`config.mk`:
```
export PLATFORM = sky130hd
export DESIGN_NAME = acars_frame_receiver
export DESIGN_NICKNAME = d
export VERILOG_FILES = /design/src/design/acfr_pkg.sv /design/src/design/acars_frame_receiver.sv
export SDC_FILE = /design/constraint.sdc
export NUM_CORES = 1
export LEC_CHECK = 0
export ABC_AREA = 0
export BUFFER_PORTS_ARGS = -buffer_cell sky130_fd_sc_hd__buf_2
export CORE_MARGIN = 2
export CORE_UTILIZATION = 60
export CTS_CLUSTER_SIZE = 20
export DETAILED_ROUTE_END_ITERATION = 12
export PLACE_DENSITY = 0.85
export SYNTH_ARGS = -nofsm -noshare
export SYNTH_HDL_FRONTEND = slang
export SYNTH_SLANG_ARGS = --single-unit
export TNS_END_PERCENT = 50
```
`constraint.sdc`:
```
create_clock -name clk -period 6 [get_ports clk]
set_clock_uncertainty 0.2 [all_clocks]
set_input_delay 0.6 -clock clk [delete_from_list [all_inputs] [get_ports clk]]
set_output_delay 0.6 -clock clk [all_outputs]
set_load 0.05 [all_outputs]
```
`src/design/acfr_pkg.sv`:
```
`default_nettype none
// ----------------------------------------------------------------------------
// acfr_pkg
// Constants and helper functions shared by the ACARS frame receiver.
// ----------------------------------------------------------------------------
package acfr_pkg;

    localparam int unsigned TEXT_LIMIT_DEF = 319;

    localparam int unsigned CFG_W  = 9;
    localparam int unsigned LEN_W  = 9;
    localparam int unsigned CRC_W  = 16;
    localparam int unsigned BYTE_W = 8;
    localparam int unsigned CHAR_W = 7;
    localparam int unsigned NB_W   = 4;

    localparam logic [CFG_W-1:0] MIN_LEN_RESET = 9'd22;
    localparam logic [CFG_W-1:0] MAX_LEN_RESET = 9'd234;

    // Configuration register indexes.
    localparam logic CFG_MIN_LEN = 1'b0;
    localparam logic CFG_MAX_LEN = 1'b1;

    localparam logic [CRC_W-1:0]  CRC_POLY   = 16'h1021;
    localparam logic [BYTE_W-1:0] PREAMBLE   = 8'hFF;
    localparam logic [BYTE_W-1:0] SYNC_PLUS  = 8'hAB;
    localparam logic [BYTE_W-1:0] SYNC_STAR  = 8'h2A;
    localparam logic [BYTE_W-1:0] SYN_BYTE   = 8'h16;
    localparam logic [BYTE_W-1:0] SOH_BYTE   = 8'h01;
    localparam logic [CHAR_W-1:0] ETX_CHAR   = 7'h03;
    localparam logic [CHAR_W-1:0] ETB_CHAR   = 7'h17;
    localparam logic [CHAR_W-1:0] CR_CHAR    = 7'h0D;
    localparam logic [CHAR_W-1:0] LF_CHAR    = 7'h0A;
    localparam logic [CHAR_W-1:0] SPACE_CHAR = 7'h20;
    localparam logic [CHAR_W-1:0] SUBST_CHAR = 7'h5F;

    localparam logic [NB_W-1:0] NB_BYTE     = 4'd8;
    localparam logic [NB_W-1:0] NB_PREAMBLE = 4'd6;
    localparam logic [NB_W-1:0] NB_GOOD     = 4'd0;
    localparam logic [NB_W-1:0] NB_OFFSET   = 4'd2;

    // Bit-serial CRC over one byte, data bits entering LSB first.
    function automatic logic [CRC_W-1:0] crc16_byte(input logic [CRC_W-1:0] crc_in,
                                                    input logic [BYTE_W-1:0] data);
        logic [CRC_W-1:0] crc;
        logic             top;
        crc = crc_in;
        for (int k = 0; k < BYTE_W; k++)
        begin
            top = crc[CRC_W-1];
            crc = {crc[CRC_W-2:0], data[k]};
            if (top)
            begin
                crc = crc ^ CRC_POLY;
            end
        end
        return crc;
    endfunction

    // Position of the lowest zero bit, searched over bits 0 to 6; 7 if none.
    function automatic logic [2:0] first_zero(input logic [BYTE_W-1:0] data);
        logic [2:0] pos;
        logic       found;
        pos   = 3'd7;
        found = 1'b0;
        for (int k = 0; k < 7; k++)
        begin
            if (!found && !data[k])
            begin
                pos   = 3'(k);
                found = 1'b1;
            end
        end
        return pos;
    endfunction

    function automatic logic [CHAR_W-1:0] sanitize(input logic [CHAR_W-1:0] c);
        if (c < SPACE_CHAR && c != CR_CHAR && c != LF_CHAR)
        begin
            return SUBST_CHAR;
        end
        return c;
    endfunction

endpackage
`default_nettype wire

```
`src/design/acars_frame_receiver.sv`:
```
`default_nettype none
// Data path: the input register takes the byte, then the result register drives m_tdata.
// Throughput: one byte per cycle unless stalled; the input register, frame state
// and result register each advance once per byte, with the 8-bit CRC step unrolled.
// Reset: the frame state returns to preamble hunting, the counters and CRC clear,
// and the length window returns to 22 and 234 (exclusive).
// ----------------------------------------------------------------------------
// acars_frame_receiver
// Preamble alignment, sync check, text sanitizing and CRC-16 frame check for
// ACARS bytes delivered by a bit slicer.
// ----------------------------------------------------------------------------
module acars_frame_receiver
    import acfr_pkg::*;
#(
    parameter int unsigned TEXT_LIMIT = TEXT_LIMIT_DEF
)
(
    input  wire logic              clk,
    input  wire logic              rst_n,
    // Input stream.
    input  wire logic              s_tvalid,
    output logic                   s_tready,
    input  wire logic [7:0]        s_tdata,   // [7:0] rx_byte
    // Result stream.
    output logic                   m_tvalid,
    input  wire logic              m_tready,
    output logic [23:0]            m_tdata,   // [3:0] next_bits, [4] bit_resync,
                                              // [11:5] char_value, [12] message_ok,
                                              // [21:13] message_length, [23:22] zero
    output logic                   m_tlast,   // message_done
    output logic                   m_tuser,   // char_valid
    // Configuration.
    input  wire logic              cfg_we,
    input  wire logic              cfg_index,
    input  wire logic [CFG_W-1:0]  cfg_data
);

    localparam int unsigned CNT_W = $clog2(TEXT_LIMIT + 1);
    localparam int unsigned CMP_W = (CNT_W > CFG_W) ? CNT_W : CFG_W;
    localparam logic [CNT_W-1:0] LIMIT = CNT_W'(TEXT_LIMIT);

    typedef enum logic [3:0] {
        S_HUNT, S_PRE, S_SYNA, S_SYNB, S_SYNC, S_SYND, S_SOH,
        S_TEXT, S_CRCA, S_CRCB, S_END
    } frame_state_t;

    frame_state_t     state_reg, state_next;
    logic [CNT_W-1:0] cnt_reg, cnt_next;
    logic [CRC_W-1:0] crc_reg, crc_next;
    logic [CFG_W-1:0] min_len_reg, max_len_reg;

    logic              in_valid_reg;
    logic [BYTE_W-1:0] in_data_reg;
    logic              out_valid_reg;
    logic [NB_W-1:0]   nb_reg, nb_next;
    logic              rs_reg, rs_next;
    logic              cv_reg, cv_next;
    logic [CHAR_W-1:0] cval_reg, cval_next;
    logic              done_reg, done_next;
    logic              ok_reg, ok_next;
    logic [LEN_W-1:0]  len_reg, len_next;

    logic             advance;
    logic [2:0]       zero_pos;
    logic [CNT_W-1:0] cnt_inc;
    logic [CNT_W-1:0] soh_cnt;
    logic [CHAR_W-1:0] ch;

    assign advance  = in_valid_reg && (!out_valid_reg || m_tready);
    assign s_tready = !in_valid_reg || advance;

    assign zero_pos = first_zero(in_data_reg);
    assign cnt_inc  = cnt_reg + CNT_W'(1);
    assign soh_cnt  = cnt_reg + CNT_W'(in_data_reg != SOH_BYTE);
    assign ch       = in_data_reg[CHAR_W-1:0];

    always_comb
    begin
        state_next = state_reg;
        cnt_next   = cnt_reg;
        crc_next   = crc_reg;
        nb_next    = NB_BYTE;
        rs_next    = 1'b0;
        cv_next    = 1'b0;
        cval_next  = '0;
        done_next  = 1'b0;
        ok_next    = 1'b0;
        len_next   = '0;
        case (state_reg)
            S_PRE:
            begin
                if (in_data_reg == PREAMBLE)
                begin
                    nb_next = NB_PREAMBLE;
                end
                else if (zero_pos < 3'd2)
                begin
                    // Preamble run too short: rejudged as a hunting byte.
                    state_next = S_HUNT;
                    rs_next    = 1'b1;
                end
                else if (zero_pos == 3'd2)
                begin
                    // Already aligned: this byte is the first sync byte.
                    state_next = S_SYNB;
                    cnt_next   = CNT_W'(in_data_reg != SYNC_PLUS);
                end
                else
                begin
                    state_next = S_SYNA;
                    cnt_next   = '0;
                    nb_next    = {1'b0, zero_pos} - NB_OFFSET;
                end
            end
            S_SYNA:
            begin
                cnt_next   = cnt_reg + CNT_W'(in_data_reg != SYNC_PLUS);
                state_next = S_SYNB;
            end
            S_SYNB:
            begin
                cnt_next   = cnt_reg + CNT_W'(in_data_reg != SYNC_STAR);
                state_next = S_SYNC;
            end
            S_SYNC:
            begin
                cnt_next   = cnt_reg + CNT_W'(in_data_reg != SYN_BYTE);
                state_next = S_SYND;
            end
            S_SYND:
            begin
                cnt_next   = cnt_reg + CNT_W'(in_data_reg != SYN_BYTE);
                state_next = S_SOH;
            end
            S_SOH:
            begin
                if (soh_cnt > CNT_W'(2))
                begin
                    // Sync failed: the byte is judged again while hunting.
                    cnt_next = soh_cnt;
                    if (in_data_reg == PREAMBLE)
                    begin
                        state_next = S_PRE;
                    end
                    else
                    begin
                        state_next = S_HUNT;
                        rs_next    = 1'b1;
                    end
                end
                else
                begin
                    state_next = S_TEXT;
                    cnt_next   = '0;
                    crc_next   = '0;
                end
            end
            S_TEXT:
            begin
                crc_next = crc16_byte(crc_reg, in_data_reg);
                if (ch == ETX_CHAR || ch == ETB_CHAR)
                begin
                    state_next = S_CRCA;
                end
                else
                begin
                    cv_next   = 1'b1;
                    cval_next = sanitize(ch);
                    cnt_next  = cnt_inc;
                    if (cnt_inc >= LIMIT)
                    begin
                        // Text overflow drops the frame.
                        state_next = S_HUNT;
                        done_next  = 1'b1;
                        len_next   = LEN_W'(cnt_inc);
                        rs_next    = 1'b1;
                    end
                end
            end
            S_CRCA:
            begin
                crc_next   = crc16_byte(crc_reg, in_data_reg);
                state_next = S_CRCB;
            end
            S_CRCB:
            begin
                crc_next   = crc16_byte(crc_reg, in_data_reg);
                state_next = S_END;
            end
            S_END:
            begin
                state_next = S_HUNT;
                done_next  = 1'b1;
                len_next   = LEN_W'(cnt_reg);
                if (crc_reg == '0 &&
                    CMP_W'(cnt_reg) < CMP_W'(max_len_reg) &&
                    CMP_W'(cnt_reg) > CMP_W'(min_len_reg))
                begin
                    nb_next = NB_GOOD;
                    ok_next = 1'b1;
                end
                else
                begin
                    rs_next = 1'b1;
                end
            end
            default:
            begin
                if (in_data_reg == PREAMBLE)
                begin
                    state_next = S_PRE;
                end
                else
                begin
                    state_next = S_HUNT;
                    rs_next    = 1'b1;
                end
            end
        endcase
    end

    always_ff @(posedge clk or negedge rst_n)
    begin
        if (!rst_n)
        begin
            state_reg     <= S_HUNT;
            cnt_reg       <= '0;
            crc_reg       <= '0;
            min_len_reg   <= MIN_LEN_RESET;
            max_len_reg   <= MAX_LEN_RESET;
            in_valid_reg  <= 1'b0;
            out_valid_reg <= 1'b0;
        end
        else
        begin
            if (cfg_we)
            begin
                if (cfg_index == CFG_MIN_LEN)
                begin
                    min_len_reg <= cfg_data;
                end
                else
                begin
                    max_len_reg <= cfg_data;
                end
            end
            if (s_tready)
            begin
                in_valid_reg <= s_tvalid;
            end
            if (advance)
            begin
                state_reg     <= state_next;
                cnt_reg       <= cnt_next;
                crc_reg       <= crc_next;
                out_valid_reg <= 1'b1;
            end
            else if (m_tready)
            begin
                out_valid_reg <= 1'b0;
            end
        end
    end

    always_ff @(posedge clk)
    begin
        if (s_tready && s_tvalid)
        begin
            in_data_reg <= s_tdata;
        end
        if (advance)
        begin
            nb_reg   <= nb_next;
            rs_reg   <= rs_next;
            cv_reg   <= cv_next;
            cval_reg <= cval_next;
            done_reg <= done_next;
            ok_reg   <= ok_next;
            len_reg  <= len_next;
        end
    end

    assign m_tvalid = out_valid_reg;
    assign m_tdata  = {2'b00, len_reg, ok_reg, cval_reg, rs_reg, nb_reg};
    assign m_tlast  = done_reg;
    assign m_tuser  = cv_reg;

    // A good frame is always a finished frame and asks for no resync.
    a_ok_done: assert property (@(posedge clk) disable iff (!rst_n)
        m_tvalid && ok_reg |-> done_reg && !rs_reg && nb_reg == NB_GOOD)
        else $error("message_ok without a clean frame end");

    // Every frame end returns the receiver to hunting.
    a_done_hunt: assert property (@(posedge clk) disable iff (!rst_n)
        advance && done_next |=> state_reg == S_HUNT)
        else $error("frame end did not return to hunting");

    // The text counter never passes the overflow limit.
    a_cnt_limit: assert property (@(posedge clk) disable iff (!rst_n)
        state_reg == S_TEXT |-> cnt_reg < LIMIT)
        else $error("text counter beyond limit");

    // A result stays in place while the consumer stalls.
    a_hold: assert property (@(posedge clk) disable iff (!rst_n)
        m_tvalid && !m_tready |=> m_tvalid && $stable(m_tdata) && $stable(m_tlast))
        else $error("stalled result changed");

endmodule
`default_nettype wire
```
Yosys cells after proc, flatten, opt, wreduce, memory -nomap -nowiden
Index checks and enable logic that the tools add are counted.

Register bits after elaboration: 81. Logic and storage cells: 214.

$add $sub $neg: 6. Magnitude comparators: 6. Equal/unequal tests: 25. Multiplexer cells: 98. Bitwise operators: 24. Reductions and logical operators: 40.

Operator list (number): two-way mux 16 bit (22); two-way mux 13 bit (22); inverter 3 bit (22); one-hot mux 16 bit (4 select lines) (1); two-way mux 9 bit (6); one-hot mux 9 bit (6 select lines) (1); one-hot mux 4 bit (10 select lines) (1); adder 9 x 1 -> 9 bit (4); two-way mux 4 bit (8); two-way mux 1 bit (23); two-way mux 3 bit (7); one-hot mux 9 bit (2 select lines) (1); equality test 4 x 3 -> 1 bit, second input constant (4); zero test 16 bit (1); two-way mux 7 bit (2); != test 7 x 4 -> 1 bit, second input constant (2); zero test 1 bit (13); equality test 4 bit, second input constant (3); logical AND 1 bit (12); adder 9 x 1 -> 9 bit, second input constant (1); greater-or-equal comparator 9 bit, second input constant (1); greater-than comparator 9 x 2 -> 1 bit, second input constant (1); greater-than comparator 9 bit (1); < comparator 9 bit (1); 29 further kinds (39).

Longest topological paths before layout
Depth after elaboration: 24. Gate-level depth with buffers: 15. Gate-level depth less buffers: 13.

Worst setup path after synthesis
OpenSTA, ideal clock, no wires.

Kind: reg2reg. From: reg in_data_reg[4]. To: reg crc_reg[10]. Library setup time: 0.125 ns. Arrival time: 3.026 ns. Required time: 5.675 ns. Slack: 2.649 ns. Stages on the path, launching flop included: 15. Buffers on the path: 4. Period minus slack after synthesis: 3.351 ns. Cell sequence: edfxtp_1 -> clkbuf_1 -> nor4b_1 -> nand3_1 -> ha_1 -> ha_1 -> clkbuf_1 -> nor3_1 -> a31oi_1 -> a21o_1 -> o41ai_4 -> and2_1 -> buf_6 -> buf_12 -> mux2_4.

Longest elaborated chain between the ends: 5.

Ends and longest elaborated chain: start, declared (RTL line acars_frame_receiver.sv:53) `logic [BYTE_W-1:0] in_data_reg;`; start signal, assigned (RTL line acars_frame_receiver.sv:269) `in_data_reg <= s_tdata;`; != test 8 x 1 -> 1 bit (RTL line acars_frame_receiver.sv:74) `assign soh_cnt = cnt_reg + CNT_W'(in_data_reg != SOH_BYTE);`; adder 9 x 1 -> 9 bit (RTL line acars_frame_receiver.sv:74); greater-than comparator 9 x 2 -> 1 bit (RTL line acars_frame_receiver.sv:137) `if (soh_cnt > CNT_W'(2))`; != test 2 bit (no line); AND reduction 3 bit (no line); end signal, assigned (RTL line acars_frame_receiver.sv:255) `crc_reg <= crc_next;`; end, declared (RTL line acars_frame_receiver.sv:49) `logic [CRC_W-1:0] crc_reg, crc_next;`.

No other way between the ends. A chain may end at the register's enable or synchronous reset.

Final worst setup path
From: reg in_data_reg[3]. To: reg crc_reg[8].

The elaborated chain is that of the path after synthesis.

==> flow_metrics.tcl <==
set metrics [dict create \
    cts_hold_buf 0 \
    rr_startpoint "in_data_reg[3]" \
    synth_warnings 0 \
    cp_cell_sequence "nor3_1 > nand3_1 > ha_1 > ha_1 > nor3_1 > a31oi_1 > a21o_1 > o41ai_4 > and2_1 > mux2_2" \
    cpPeakStageDelay_ps 680 \
    grt_pass1_wl_microns 20630 \
    ys_seq_area_share_pct 41.75 \
    setup_violations 0 \
    remaining_drc_errors 0 \
    grt_pass1_vias 4250 \
    grt_max_degree 50 \
    cts.repair.resized 0 \
    startpoint "in_data_reg[3]" \
    rr_worst_depth 10 \
    slew_viol_final 0 \
    tightest_slew_ps 1103 \
    min_path_type "in -> reg" \
    synth_area_sq_um 5263 \
    postCtsSetupRepairBufs 0 \
    fin_cells 680 \
    synth.top_cell.area_share_pct 19.50 \
    die-area_sq_um 9537 \
    status "finished clean" \
    worst_setup_path_end_kind "flop" \
    slew_headroom_pct 26.47 \
    synth_edf_count 32 \
    routabilityCongestion 0.9399 \
    cts_root_buffer "clkbuf_8" \
    start_util_pct 61.24 \
    power_density_nw_per_um2 298.0 \
    endpoint "crc_reg[8]" \
    cts.clk_slew.worst_paths_ps 80 \
    diodes 0 \
    area_growth_pct 5.635 \
    vias_per_cell 6.294 \
    drive_above_1_share_pct 18.36 \
    finalCritPeriodShare_pct 68.70 \
    max-vdd-ir-drop_v 0.0001348 \
    dp.cells 664 \
    htreeDepth 3 \
    cp-start-kind "flop" \
    finalWorstSetupSlack_ps 1878 \
    fmax_ghz 0.2426 \
    fin_area_sq_um 5559 \
    row_count 34 \
    largest_reg_flops 16 \
    die_h_microns 97.66 \
    numPortBuffers 48 \
    totalWireLength_microns 12190 \
    numCtsBuffers 9 \
    synth_top_area_cell "dfrtp_1" \
    avgSynthCellArea_sq_um 9.534 \
    grtUsageTotal_pct 26.66 \
    tns_ps 0 \
    first_iter_violations 446 \
    firstDrtPassIters 6 \
    synth_top_flop_cell "dfrtp_1" \
    ys_seq_elements 81 \
    yosysUniqueCellTypes 73 \
    cp.arrival_ps 4170 \
    core_area_sq_um 8593 \
    synthCells 552 \
    p_leak_nw 2.312 \
    drtAntennaViolNets 0 \
    path_max_fanout 15 \
    fillers 711 \
    antenna_found_initial 0 \
    io_pins 51 \
    dpl_worst_slack_ps 1945 \
    hold_viol_final 0 \
    hpwlAfterDp_microns 8800 \
    cts_tree "done" \
    vias 4280 \
    r2r_end "crc_reg[8]" \
    clock_path_buffers 2 \
    rsz0062_at_grt "false" \
    ff2ff_setup_slack_ps 1880 \
    cp_slowest_cell "and2_1" \
    finish.utilization_pct 64.69 \
    post_dp_cell_area_sq_um 5390 \
    crit_required_ps 6040 \
    clkSinkCount 81 \
    layout.nets 614 \
    period_minus_slack_ps 4122 \
    grt.overflow.total 0 \
    clk_latency_ps 360 \
    wl_per_cell_microns 17.93 \
    async_flop_share_pct 60.49 \
    critPathKind "reg -> reg" \
    synth_area_leaders "dfrtp_1, edfxtp_1, ha_1" \
    fp.dieW_microns 97.66 \
    cap_violations 0 \
]
layout by cell type (no fill, tap or decap), types with 4 or more instances in the layout:
master	n
nor4_1	5
dfstp_2	8
nand2b_1	8
dfrtp_1	41
a41oi_1	4
xnor2_1	17
inv_1	28
o21a_1	4
ha_1	24
nand4_1	8
o22ai_1	4
a31oi_1	12
mux2_2	18
buf_2	48
xor2_1	15
o21ai_0	27
o2111ai_1	4
nand3b_1	4
or3_1	6
edfxtp_1	32
nand3_1	10
nor3_1	12
mux2i_1	9
nor2b_1	9
o31ai_1	4
o211ai_1	4
clkbuf_8	9
and2_1	11
a22oi_1	5
nand2_1	57
a21oi_1	28
nor2_1	38
cells in the mapped netlist, drive strengths merged, types with 3 or more instances:
master	count
o21ai	29
edfxtp	32
o22ai	4
ha	24
o211ai	4
mux2i	9
nor2	38
xnor2	18
nand4b	3
and2	11
a21oi	28
dfrtp	41
xor2	15
nor2b	9
a22o	3
clkbuf	24
nor4	5
o31ai	4
and3	4
nand2	57
a22oi	5
nand3	10
nor3	12
dfstp	8
nand4	8
buf	22
nand2b	8
a41oi	4
a31oi	13
o2111ai	4
or3	7
o221ai	3
nand3b	4
inv	29
o21a	4
mux2	21
layer usage:
layer,track usage (%),vias up,part of all wire (%)
li1,-,1994,-
met1,36.54,2074,43
met2,42.71,186,48
met3,4.604,26,6.9
met4,9.829,0,2.0
met5,0,-,0
kinds of logic (layout without fill, tap and decap cells):
group                      after synthesis  after routing  synth area share, %
and+or+nand+nor                        185            185                17.69
AOI/OAI and AO/OA                      123            123                15.74
DFF                                     81             81                41.75
buffers and inverters                   75             94                6.990
xor gates and xnor gates                33             33                5.635
muxes                                   30             30                6.419
adders and majority gates               24             24                5.706
other                                    1              2              0.07126
layout make-up:
| cell class | count | area [sq um] | area share (%) |
|---|---|---|---|
| clock inverter | 7 | 45.04 | 0.8103 |
| tap | 108 | 135.1 | 2.431 |
| timing repair buffer | 49 | 247.7 | 4.456 |
| inverter | 29 | 108.9 | 1.958 |
| multi-input combinational | 397 | 2701 | 48.59 |
| clock buffer | 9 | 123.9 | 2.228 |
| sequential | 81 | 2197 | 39.52 |
worst max-delay path: cells and delay by family, from the launching register on:
family / cells / cell delay, ps
multiplexers: 1 / 420
AND/OR/NAND/NOR: 4 / 1510
adder cells (fa/ha/maj): 2 / 570
AO/OA/AOI/OAI: 3 / 790
flip-flops: 1 / 520
per-stage QoR:
step                      power, mW  hold WS (ps)
after global placement        1.275         264.7
after global routing          1.757         202.1
after floorplan               1.175         104.4
after CTS                     1.644         208.9
after detailed placement      1.296         277.6
final                         1.657         213.1
power by group:
group / switching, mW / total (mW) / internal, mW
Clock: 0.204 / 0.352 / 0.148
Sequential: 0.101 / 0.749 / 0.649
Combinational: 0.345 / 0.555 / 0.210
how the worst min path moves through the flow:
stage	start	endpoint	cells after the start
floorplan	rst_n	cnt_reg[0]	0
global placement	in_valid_reg	m_tvalid	1
detailed placement	in_valid_reg	m_tvalid	1
CTS	s_tdata[3]	in_data_reg[3]	1
global route	s_tdata[4]	in_data_reg[4]	1
finish	s_tdata[3]	in_data_reg[3]	1
Note: power is estimated with default switching activity, not from simulation.
